==> src/sv/sef_pkg.sv <==
// Shared widths, pipeline records and result packing for the embedding evaluator.
`timescale 1ns / 1ps

package sef_pkg;

    // Fraction bits of density, coefficient and results
    localparam int FRAC_BITS = 16;

    localparam int DENS_W  = 32;
    localparam int COEFF_W = 32;
    localparam int OUT_W   = 48;

    // Root radicand is density << FRAC_BITS, padded to an even width
    localparam int RAD_W   = DENS_W + FRAC_BITS + (FRAC_BITS % 2);
    localparam int ROOT_W  = RAD_W / 2;
    localparam int SREM_W  = ROOT_W + 1;

    // Divider: numerators are |A| << F and |A| << 2F, largest divisor is 4*n*r
    localparam int NUM_W   = COEFF_W + 2 * FRAC_BITS;
    localparam int DEN_W   = 2 + DENS_W + ROOT_W;
    localparam int PROD_W  = COEFF_W + ROOT_W;
    localparam int NR_W    = DENS_W + ROOT_W;
    localparam int E_W     = PROD_W + 1 - FRAC_BITS;
    localparam int MAG_W   = NUM_W + 1;

    localparam logic [COEFF_W-1:0] COEFF_RESET = COEFF_W'(65536);
    localparam logic [MAG_W-1:0]   POS_LIM = MAG_W'((65'd1 << (OUT_W - 1)) - 65'd1);
    localparam logic [MAG_W-1:0]   NEG_LIM = MAG_W'(65'd1 << (OUT_W - 1));

    // Data held by one square-root cell
    typedef struct packed {
        logic [RAD_W-1:0]  rad;
        logic [SREM_W-1:0] rem;
        logic [ROOT_W-1:0] root;
        logic [DENS_W-1:0] dens;
    } sq_cell_t;

    // Data held by one divider cell: word carries dividend bits out, quotient bits in
    typedef struct packed {
        logic [DEN_W-1:0] den;
        logic [DEN_W-1:0] rem;
        logic [NUM_W-1:0] word;
    } div_cell_t;

    typedef struct packed {
        logic [OUT_W-1:0] val;
        logic             sat;
    } packed_res_t;

    // Clip a magnitude to the 48-bit range and apply the sign
    function automatic packed_res_t pack_res(input logic [MAG_W-1:0] mag, input logic neg);
        packed_res_t      res;
        logic [MAG_W-1:0] lim;
        logic [MAG_W-1:0] m;
        lim = neg ? NEG_LIM : POS_LIM;
        m = mag;
        res.sat = 1'b0;
        if (mag > lim)
        begin
            m = lim;
            res.sat = 1'b1;
        end
        res.val = neg ? OUT_W'(-m) : OUT_W'(m);
        return res;
    endfunction

endpackage

==> src/sv/sef_sqrt_cell.sv <==
// One restoring square-root cell: settles one root bit per cycle.
`timescale 1ns / 1ps

module sef_sqrt_cell
    import sef_pkg::*;
(
    input  logic     clk,
    input  sq_cell_t cell_in,
    output sq_cell_t cell_out
);

    logic [SREM_W+1:0] rem_s;
    logic [SREM_W+1:0] trial;
    logic              ge;
    sq_cell_t          cell_next;

    // Bring down two radicand bits and try root*4+1
    always_comb
    begin
        rem_s = {cell_in.rem, cell_in.rad[RAD_W-1 -: 2]};
        trial = (SREM_W + 2)'({cell_in.root, 2'b01});
        ge    = (rem_s >= trial);
        cell_next.rad  = {cell_in.rad[RAD_W-3:0], 2'b00};
        cell_next.rem  = ge ? SREM_W'(rem_s - trial) : rem_s[SREM_W-1:0];
        cell_next.root = {cell_in.root[ROOT_W-2:0], ge};
        cell_next.dens = cell_in.dens;
    end

    // Hand to the next cell
    always_ff @(posedge clk)
    begin
        cell_out <= cell_next;
    end

endmodule

==> config.mk <==
export PLATFORM = sky130hd
export DESIGN_NAME = sef_sqrt_cell
export DESIGN_NICKNAME = d
export VERILOG_FILES = /design/src/sv/sef_pkg.sv /design/src/sv/sef_sqrt_cell.sv
export SDC_FILE = /design/constraint.sdc
export NUM_CORES = 1
export LEC_CHECK = 0
export BUFFER_PORTS_ARGS = -buffer_cell sky130_fd_sc_hd__clkbuf_2
export CAP_MARGIN = 20
export CORE_MARGIN = 2
export CORE_UTILIZATION = 28
export DETAILED_ROUTE_END_ITERATION = 6
export PLACE_DENSITY = 0.59
export SLEW_MARGIN = 30
export SYNTH_ARGS = -nofsm -noshare
export SYNTH_HDL_FRONTEND = slang
export SYNTH_SLANG_ARGS = --single-unit
==> constraint.sdc <==
create_clock -name clk -period 4.4 [get_ports clk]
set_input_delay 0.22 -clock clk [delete_from_list [all_inputs] [get_ports clk]]
set_output_delay 0.22 -clock clk [all_outputs]
set_load 0.02 [all_outputs]
* Word-level counts from Yosys, hierarchy flattened
Cells that the tools add are included.
** Operators by class
- Add/subtract/negate cells :: 1
- $lt $le $gt $ge :: 1
- Mux-type cells :: 1
** Operators with widths (count)
- greater-or-equal comparator 27 x 26 -> 1 bit :: 1
- two-way mux 25 bit :: 1
- subtractor 25 bit :: 1
** Word-level totals
- Register bits after elaboration :: 127
- Bits of input ports :: 130

* Logic depth before layout (Yosys ltp)
- Depth in word-level cells :: 2
- Mapped depth :: 12
- Mapped depth without buffers :: 9

* Worst setup path after synthesis
Ideal clock, no wire load.
- Path kind :: in2reg
- From :: input port cell_in[40] (netlist bit)
- To :: register cell_out[62] (netlist bit)
- Data arrival time :: 2.134 ns
- Required time :: 4.279 ns
- Slack :: 2.144 ns
- Cell stages on the path :: 11
- Path buffers :: 2
- Cells stage by stage :: inv_1 ha_1 a21oi_2 o21ai_1 a32oi_1 nand3_2 o21a_1 a31o_1 buf_6 buf_6 mux2_4
** RTL lines
- start: declaration :: RTL line sef_sqrt_cell.sv:8 : input sq_cell_t cell_in,
- end signal: assignment :: RTL line sef_sqrt_cell.sv:32 : cell_out <= cell_next;
- end: declaration :: RTL line sef_sqrt_cell.sv:9 : output sq_cell_t cell_out

==> impl_metrics.env <==
export IMPL_clockBufferDepth=2
export IMPL_period_share=0.726
export IMPL_first_pass_iters=4
export IMPL_yosysTopAreaCell="dfxtp_1"
export IMPL_tns_ns=0
export IMPL_nNetsFinal=914
export IMPL_post_cts_setup_buffers=0
export IMPL_fmax_mhz=313
export IMPL_yosysWarnings=0
export IMPL_path_cells="dlygate4sd3_1 -> clkbuf_2 -> inv_1 -> ha_1 -> nand4_1 -> nor4_1 -> a21oi_1 -> o21ai_1 -> a31o_1 -> buf_4 -> mux2_4"
export IMPL_endpoint="cell_out[73]$_DFF_P_"
export IMPL_ys_ff_latch=127
export IMPL_detail_route_wirelength_um=16300
export IMPL_worstSetupPathDepth=11
export IMPL_slew_headroom=0.619
export IMPL_critPathMaxStageDelay_ns=0.54
export IMPL_crit_start="cell_in[38]"
export IMPL_initial_core_util=0.285
export IMPL_ir_drop_mv=0.256
export IMPL_grt_pass1_wl_um=23600
export IMPL_overflow=0
export IMPL_hold_viol=0
export IMPL_slew_violations=0
export IMPL_tritoncts="built"
export IMPL_tightest_slew_ns=0.571
export IMPL_powerDensity_nw_per_um2=457
export IMPL_cp_slowest_cell="dlygate4sd3_1"
export IMPL_wl_per_cell_um=16.5
export IMPL_period_needed_ns=3.20
export IMPL_seq_area_frac_synth=0.566
export IMPL_syn_area_per_cell_sq_um=11.4
export IMPL_numCtsBuffers=17
export IMPL_grt_max_degree=17
export IMPL_busiest_layer="met2"
export IMPL_placed_area_sq_um=5960
export IMPL_cts_root_buf="clkbuf_16"
export IMPL_place_ws_ns=1.34
export IMPL_final_area_sq_um=7600
export IMPL_leakage_uw=0.00379
export IMPL_num_io_pins=259
export IMPL_top_regs="cell_out: 127 flops"
export IMPL_path_class="in -> reg"
export IMPL_setup_viol=0
export IMPL_drive_above_1_share=0.408
export IMPL_core_area_sq_um=15800
export IMPL_row_count=46
export IMPL_largest_reg_flops=127
export IMPL_synth_main_ff_cell="dfxtp_1"
export IMPL_synth_area_sq_um=4490
export IMPL_gp_congestion=0.883
export IMPL_cts_sinks=127
export IMPL_hold_class="in -> reg"
export IMPL_die_w_um=131
export IMPL_path_buf_inv=4
export IMPL_async_reset_ff_frac=0
export IMPL_top_register="cell_out"
export IMPL_ant_nets=0
export IMPL_hpwl_um=11400
export IMPL_final_common_cell="clkbuf_2"
export IMPL_grtUsageMet3=0.0623
export IMPL_crit_family="buffers and inverters"
export IMPL_die_area_sq_um=17100
export IMPL_synth_area_leaders="dfxtp_1 (57%), ha_1 (7.2%), mux2_4 (5.0%)"
export IMPL_worstSetupStartpointType="primary input"
export IMPL_diodes=0
export IMPL_htreeDepth=4
export IMPL_layout_common_cells="clkbuf_2 (256), dfxtp_1 (127), dlygate4sd3_1 (101)"
export IMPL_worst_ep_arrival_time_ns=3.49
export IMPL_grtUsageTotal=0.185
export IMPL_maxCapViolations=0
export IMPL_synth_distinct_cells=56
export IMPL_power_uw=3470
export IMPL_use_met2=0.332
export IMPL_required_ns=4.70
export IMPL_gr_usage_met1=0.189
export IMPL_grt_pass1_vias=4414
export IMPL_via_count=4331
export IMPL_syn_to_final_growth_pct=69.2
export IMPL_drc_errors=0
export IMPL_final_setup_worst_slack_ns=1.20
export IMPL_endpoint_kind="flop"
export IMPL_synth_edf_count=0
export IMPL_fin_hold_ws_ns=0.0466
export IMPL_port_buffers=256
export IMPL_clk_pin_slew_worst_paths_ns=0.06
export IMPL_outcome="finished, final reports clean"
export IMPL_antenna_found_initial=0
export IMPL_drtIter0Drc=195
export IMPL_rsz0062_at_grt="no"
export IMPL_synth_top_area_frac=0.566
export IMPL_die_h_um=131
export IMPL_vias_per_cell=4.39
export IMPL_critical_path_peak_fanout=15
export IMPL_synthCells=395
## metal layers
metal	vias up	share of wire
met5	-	0
met1	2003	0.38
li1	2098	-
met4	0	0.040
met3	35	0.081
met2	195	0.50
## Yosys cell counts (2+ instances only)
library cell	instances
buf_2	2
inv_1	40
mux2i_1	3
nand3_1	4
mux2_4	15
o21bai_1	4
a211oi_1	4
nor2_1	13
ha_1	26
o21ai_1	3
o21a_1	8
o21ai_0	9
buf_6	4
a31oi_1	3
xor2_1	5
o2111ai_1	3
nand2_1	12
a21oi_1	26
nand4_1	7
o211ai_1	7
dfxtp_1	127
and3_1	3
mux2_1	5
nor2b_1	2
buf_4	2
xnor2_1	13
a21oi_2	4
clkbuf_1	7
o31a_1	2
a21o_1	4
nor3_1	3
## repair_timing
item                                   in CTS  in global routing
hold buffers                              101                  0
endpoints found under the hold margin     101                  0
resized for setup                           0                  0
## area by class of cell
cell class,instances,area [sq um]
Fill cell,1419,8170
Clock inverter,14,208
Sequential cell,127,2540
Timing Repair Buffer,358,2300
Inverter,40,150
Tap cell,216,270
Clock buffer,17,425
Multi-Input combinational cell,214,1710
## where the power goes
group | internal (uW) | switching, uW | leakage [uW]
registers | 1250 | 28.5 | 0.00107
logic | 307 | 382 | 0.00241
clock network | 957 | 548 | 0.000302
## through the flow
stage	instances	utilization
after global placement	854	0.378
after CTS	986	0.482
after detailed placement	854	0.378
after floorplan	396	-
final	986	0.482
after global routing	986	0.482
## worst min path at each step
stage	cells past startpoint	end	slack (ns)	from
2_1_floorplan	0	cell_out[0]$_DFF_P_	0.25	cell_in[0]
3_3_place_gp	1	cell_out[94]$_DFF_P_	0.32	cell_in[92]
3_5_place_dp	1	cell_out[119]$_DFF_P_	0.32	cell_in[117]
4_1_cts	2	cell_out[59]$_DFF_P_	0.03	cell_in[57]
5_1_grt	2	cell_out[77]$_DFF_P_	0.04	cell_in[75]
6_report	2	cell_out[59]$_DFF_P_	0.05	cell_in[57]
## cells by family (layout without fill, tap and decap cells)
logic type      Yosys count  in the layout  share of synthesized area
fa+ha+maj                26             26                     0.0724
flops                   127            127                      0.566
other cells               1              2                   0.000835
mux                      23             23                     0.0693
xor+xnor                 18             18                     0.0351
compound gates           92             92                      0.143
buf+inv                  55            429                     0.0549
simple gates             53             53                     0.0590
Note: power is estimated with default switching activity, not from simulation.
