## src/sv/sef_pkg.sv

```systemverilog
// Shared widths, pipeline records and result packing for the embedding evaluator.
`timescale 1ns / 1ps

package sef_pkg;

    // Fraction bits of density, coefficient and results
    localparam int FRAC_BITS = 16;

    localparam int DENS_W  = 32;
    localparam int COEFF_W = 32;
    localparam int OUT_W   = 48;

    // Root radicand is density << FRAC_BITS, padded to an even width
    localparam int RAD_W   = DENS_W + FRAC_BITS + (FRAC_BITS % 2);
    localparam int ROOT_W  = RAD_W / 2;
    localparam int SREM_W  = ROOT_W + 1;

    // Divider: numerators are |A| << F and |A| << 2F, largest divisor is 4*n*r
    localparam int NUM_W   = COEFF_W + 2 * FRAC_BITS;
    localparam int DEN_W   = 2 + DENS_W + ROOT_W;
    localparam int PROD_W  = COEFF_W + ROOT_W;
    localparam int NR_W    = DENS_W + ROOT_W;
    localparam int E_W     = PROD_W + 1 - FRAC_BITS;
    localparam int MAG_W   = NUM_W + 1;

    localparam logic [COEFF_W-1:0] COEFF_RESET = COEFF_W'(65536);
    localparam logic [MAG_W-1:0]   POS_LIM = MAG_W'((65'd1 << (OUT_W - 1)) - 65'd1);
    localparam logic [MAG_W-1:0]   NEG_LIM = MAG_W'(65'd1 << (OUT_W - 1));

    // Data held by one square-root cell
    typedef struct packed {
        logic [RAD_W-1:0]  rad;
        logic [SREM_W-1:0] rem;
        logic [ROOT_W-1:0] root;
        logic [DENS_W-1:0] dens;
    } sq_cell_t;

    // Data held by one divider cell: word carries dividend bits out, quotient bits in
    typedef struct packed {
        logic [DEN_W-1:0] den;
        logic [DEN_W-1:0] rem;
        logic [NUM_W-1:0] word;
    } div_cell_t;

    typedef struct packed {
        logic [OUT_W-1:0] val;
        logic             sat;
    } packed_res_t;

    // Clip a magnitude to the 48-bit range and apply the sign
    function automatic packed_res_t pack_res(input logic [MAG_W-1:0] mag, input logic neg);
        packed_res_t      res;
        logic [MAG_W-1:0] lim;
        logic [MAG_W-1:0] m;
        lim = neg ? NEG_LIM : POS_LIM;
        m = mag;
        res.sat = 1'b0;
        if (mag > lim)
        begin
            m = lim;
            res.sat = 1'b1;
        end
        res.val = neg ? OUT_W'(-m) : OUT_W'(m);
        return res;
    endfunction

endpackage

```

## src/sv/sef_div_cell.sv

```systemverilog
// One restoring divider cell: settles one quotient bit per cycle.
`timescale 1ns / 1ps

module sef_div_cell
    import sef_pkg::*;
(
    input  logic      clk,
    input  div_cell_t cell_in,
    output div_cell_t cell_out
);

    logic [DEN_W:0] rem_s;
    logic [DEN_W:0] den_x;
    logic           ge;
    div_cell_t      cell_next;

    // Shift in the next dividend bit and subtract when it fits
    always_comb
    begin
        rem_s = {cell_in.rem, cell_in.word[NUM_W-1]};
        den_x = {1'b0, cell_in.den};
        ge    = (rem_s >= den_x);
        cell_next.den  = cell_in.den;
        cell_next.rem  = ge ? DEN_W'(rem_s - den_x) : rem_s[DEN_W-1:0];
        cell_next.word = {cell_in.word[NUM_W-2:0], ge};
    end

    // Hand to the next cell
    always_ff @(posedge clk)
    begin
        cell_out <= cell_next;
    end

endmodule

```

## config.mk

```make
export PLATFORM = sky130hd
export DESIGN_NAME = sef_div_cell
export DESIGN_NICKNAME = d
export VERILOG_FILES = /design/src/sv/sef_pkg.sv /design/src/sv/sef_div_cell.sv
export SDC_FILE = /design/constraint.sdc
export NUM_CORES = 1
export LEC_CHECK = 0
export ABC_AREA = 1
export BUFFER_PORTS_ARGS = -buffer_cell sky130_fd_sc_hd__buf_4
export CORE_ASPECT_RATIO = 1.2
export CORE_MARGIN = 2
export CORE_UTILIZATION = 35
export DETAILED_ROUTE_END_ITERATION = 16
export PLACE_DENSITY = 0.56
export SLEW_MARGIN = 20
export SYNTH_ARGS = -nofsm -noshare
export SYNTH_HDL_FRONTEND = slang
export SYNTH_SLANG_ARGS = --single-unit
```

## constraint.sdc

```tcl
create_clock -name clk -period 2 [get_ports clk]
set_input_delay 0.2 -clock clk [delete_from_list [all_inputs] [get_ports clk]]
set_output_delay 0.2 -clock clk [all_outputs]
set_load 0.02 [all_outputs]
```

Word-level counts from Yosys, hierarchy flattened. Cells that the tools add are included.

Register bits after elaboration: 180. Latch bits: 0. Memory bits (writable): 0. ROM bits: 0. Input port bits: 181. Output and inout bits: 180. Word-level logic and storage cells: 6. Memories: 0.

Add/sub/neg operators: 1. Multiply operators: 0. Divide/modulo/power cells: 0. $lt $le $gt $ge: 1. Equality and inequality tests: 0. Shift operators: 0. Mux-type cells: 1. Bitwise gates (word level): 0. Reductions and logical operators: 0.

Operators with widths (count): 59-bit by 58-bit greater-or-equal comparator with 1-bit output (1); 58-bit two-way mux (1); 58-bit subtractor (1).

Logic depth before layout (Yosys ltp).
Depth after elaboration: 2. Gate-level depth with buffers: 17. Mapped depth without buffers: 16.

Worst setup path after synthesis. OpenSTA, ideal clock, no wires.

Kind: in2reg. Start point: in cell_in[124] in the netlist's numbering. End point: reg cell_out[80] in the netlist's numbering. Library setup time: 114 ps. Arrival: 1714 ps. Path slack: 172 ps. Stages: 17. Cells stage by stage: inv_1 -> ha_1 -> buf_4 -> nand2_1 -> nand2_1 -> inv_2 -> nand2_2 -> nand3_1 -> nand3_2 -> nand3_1 -> nand2_1 -> nand2_2 -> nand3_4 -> buf_12 -> buf_8 -> nand2_2 -> o21ai_2.

RTL lines: start: declaration (RTL line sef_div_cell.sv:8) `input div_cell_t cell_in,`; end signal: assignment (RTL line sef_div_cell.sv:31) `cell_out <= cell_next;`; end: declaration (RTL line sef_div_cell.sv:9) `output div_cell_t cell_out`.

==> impl_results.md <==
* Ys Warns at 0
* PortBufs at between 300 and 400
* Slowest Stage Delay on Critical Path at 0.37 ns
* Die H at 193 microns
* Worst vdd ir at 0.431 mV
* CTS tree: built
* Final hold vios at 0
* Chip width at 161 microns
* CP arrival at 2.18 ns
* Status: completed
* Power per standard cell area at just under 700 mW/mm^2
* Critical-path maximum fanout at 15
* Post-synth cell types at 37
* Synth area leader: dfxtp_1
* DIE AREA at 0.0311 sq mm
* CP dominant cell by count: nand2_1
* H-tree levels at 4
* Initial DRC Count at 557
* Vias in the first global route at around 12000
* Met2 GRT Util at 55.6%
* Ratio of cells with drive above 1 in the final layout at 31.1%
* Worst Setup SP: cell_in[113]
* DP HPWL at 36300 microns
* # DRC at 0
* Clock Sinks at 180
* #FFs+latches synth at 180
* GRT Max-Usage Layer: met2
* GR Util met3 at 3.07%
* Fin nets at 2592
* Seq/Total Area, Yosys at 34.7%
* Syn Std Cell Area at 0.0104 sq mm
* Avg Cell Area, Syn at 6.46 sq um
* Biggest register: cell_out
* Syn Nets at 1850
* Area Overhead vs Synth at 66.4%
* Critical Path End Type: flop
* Vias per std cell at between 4 and 5
* Root Buffer: clkbuf_16
* Post-route cell area at 0.0173 sq mm
* RSZ-0062 raised after global routing: no
* Cell count after synthesis at 1610
* Max_slew headroom at 71.1%
* Setup-failing EPs final at 0
* FMAX at 540 MHz
* Met1 usage at 29.4%
* Vias at between 10000 and 15000
* Worst-Margin Slew at 0.431 ns
* Placer Congestion at 0.981
* Wire length per cell at 16.0 microns
* Worst path slowest cell: ha_1
* Dpl cell area at 0.0153 sq mm
* # rows at 69
* Required time of the critical path at 2.33 ns
* Largest net degree at the start of global routing at 32
* Initial antenna violation count at 1
* Fillers at around 2900
* Clock buffer depth at 2
* GRT Util Overall at 28.3%
* Commonest non-fill, non-tap cell in the layout: buf_4
* Synth top area cells: dfxtp_1, nand2_1, inv_1
* Max reg flops at 180
* 1st-pass router iterations at 6
* Slew Limit Fails at 0
* Post-synth top area share at 34.7%
* Global-route wire length before repair at 66100 microns
* Most frequent cells in the layout: buf_4, nand2_1, inv_1
* Worst setup endpoint: cell_out[73]
* Clock transition at path regs at roughly 0.07 ns
* Ports at 361
* Initial Util at 35.3%
* Number of max-cap violations at 0
* Drt total wl at 44000 microns
* CP Class: primary input to flop
* Tcrit/Tclk final at 92.5%
* Worst setup SP type: primary input
* HP Start: cell_in[88]
* Biggest regs: cell_out (180)
* Core area at 0.0294 sq mm
* Grt ovf at 0
* Min cycle time layout at 1.85 ns
* HP Class: primary input to flop
* Final Util at ~60%
* ANT nets after route at 0
* CTS Buf Count at 17
* Leakage at 10.0 nW
* Crit path cell chain: buf_4, ha_1, nand2_1, inv_1, a21oi_2, nand2_1, nand2_1, nand2_1, a21oi_2, nand3_4, buf_4, nand2_1, o21ai_0
## area by class of cell
class | instances | area, sq um | share of cell area [%]
Timing Repair Buffer | 739 | 5960 | 34.5
Inverter | 401 | 1510 | 8.71
Tap cell | 390 | 488 | 2.82
Clock buffer | 17 | 425 | 2.46
Multi-Input combinational cell | 1013 | 5140 | 29.7
Antenna cell | 1 | 2.50 | 0.0145
Sequential cell | 180 | 3600 | 20.8
Clock inverter | 15 | 170 | 0.984
## cells in the mapped netlist
| cell type | count |
|---|---|
| o21ai_2 | 10 |
| nand3_1 | 87 |
| clkbuf_2 | 1 |
| nor4_1 | 1 |
| o21ai_1 | 2 |
| a21oi_1 | 25 |
| nor4_4 | 1 |
| o21ai_0 | 22 |
| nand4_1 | 20 |
| ha_1 | 58 |
| and2_0 | 5 |
| a21oi_2 | 2 |
| buf_4 | 2 |
| nand2_2 | 23 |
| buf_8 | 2 |
| xor2_1 | 30 |
| clkinv_2 | 1 |
| or2_2 | 1 |
| buf_2 | 5 |
| nor2_1 | 90 |
| nor2_2 | 11 |
| nand3_4 | 1 |
| inv_2 | 15 |
| nor2_4 | 7 |
| nand3_2 | 21 |
| dfxtp_1 | 180 |
| nand4_2 | 1 |
| o211ai_1 | 1 |
| nor3_1 | 10 |
| and2_1 | 5 |
| nand3b_1 | 1 |
| nand2_1 | 577 |
| buf_6 | 3 |
| clkinv_1 | 1 |
| buf_12 | 3 |
| inv_1 | 384 |
| fa_1 | 1 |
## where the power goes
part / internal [mW] / switching, mW / total [mW]
Sequential: 3.96 / 0.181 / 4.14
Combinational: 1.97 / 2.29 / 4.26
Clock: 1.68 / 1.76 / 3.44
Total: 7.60 / 4.23 / 11.8
## worst min-delay path by stage
stage	endpoint	slack [ns]	depth (start not counted)
after floorplan	cell_out[10]	0.23	0
after global placement	cell_out[30]	0.30	1
after detailed placement	cell_out[36]	0.31	1
after CTS	cell_out[89]	0.0007	3
after global routing	cell_out[89]	0.02	3
final	cell_out[89]	0.01	3
## routing by layer
| layer | share of wire [%] | vias up |
|---|---|---|
| met5 | 0 | - |
| met4 | 4.9 | 0 |
| met3 | 4.0 | 61 |
| met2 | 53 | 333 |
| met1 | 38 | 5441 |
| li1 | - | 6244 |
## cells by family (layout without fill, tap and decap cells)
family          count (synthesis)  count (layout)  synth area share [%]
simple gates                  862             862                  36.1
flops                         180             180                  34.7
other cells                     0               1                     0
xor+xnor                       30              30                  2.53
fa+ha+maj                      59              59                  7.17
compound gates                 62              62                  3.44
buf+inv                       417            1172                  16.1
## through the flow
stage	setup WS, ns	total power [mW]	std cells	setup TNS (ns)	hold slack (ns)
final	0.150	11.8	2756	0	0.0122
after global placement	-0.427	8.25	2588	-19.44	0.305
after floorplan	0.172	6.15	1610	0	0.228
after CTS	0.0518	11.9	2755	0	0.000672
after global routing	0.00712	12.4	2756	0	0.0166
after detailed placement	-0.435	8.27	2588	-18.90	0.305
## worst max-delay path, delay by kind of cell
family / cells / cell delay, ns
AO/OA/AOI/OAI: 3 / 0.40
adder cells (fa/ha/maj): 1 / 0.37
buffers and inverters: 3 / 0.46
AND/OR/NAND/NOR: 6 / 0.74
## timing repair
action                                 in CTS  in global routing
endpoints found under the hold margin     135                  0
resized for setup                           0                  6
hold buffers                              135                  0
setup endpoints to repair                   0                 19
buffers inserted                            0                  0
No activity file was read; power rests on OpenSTA's default activity.
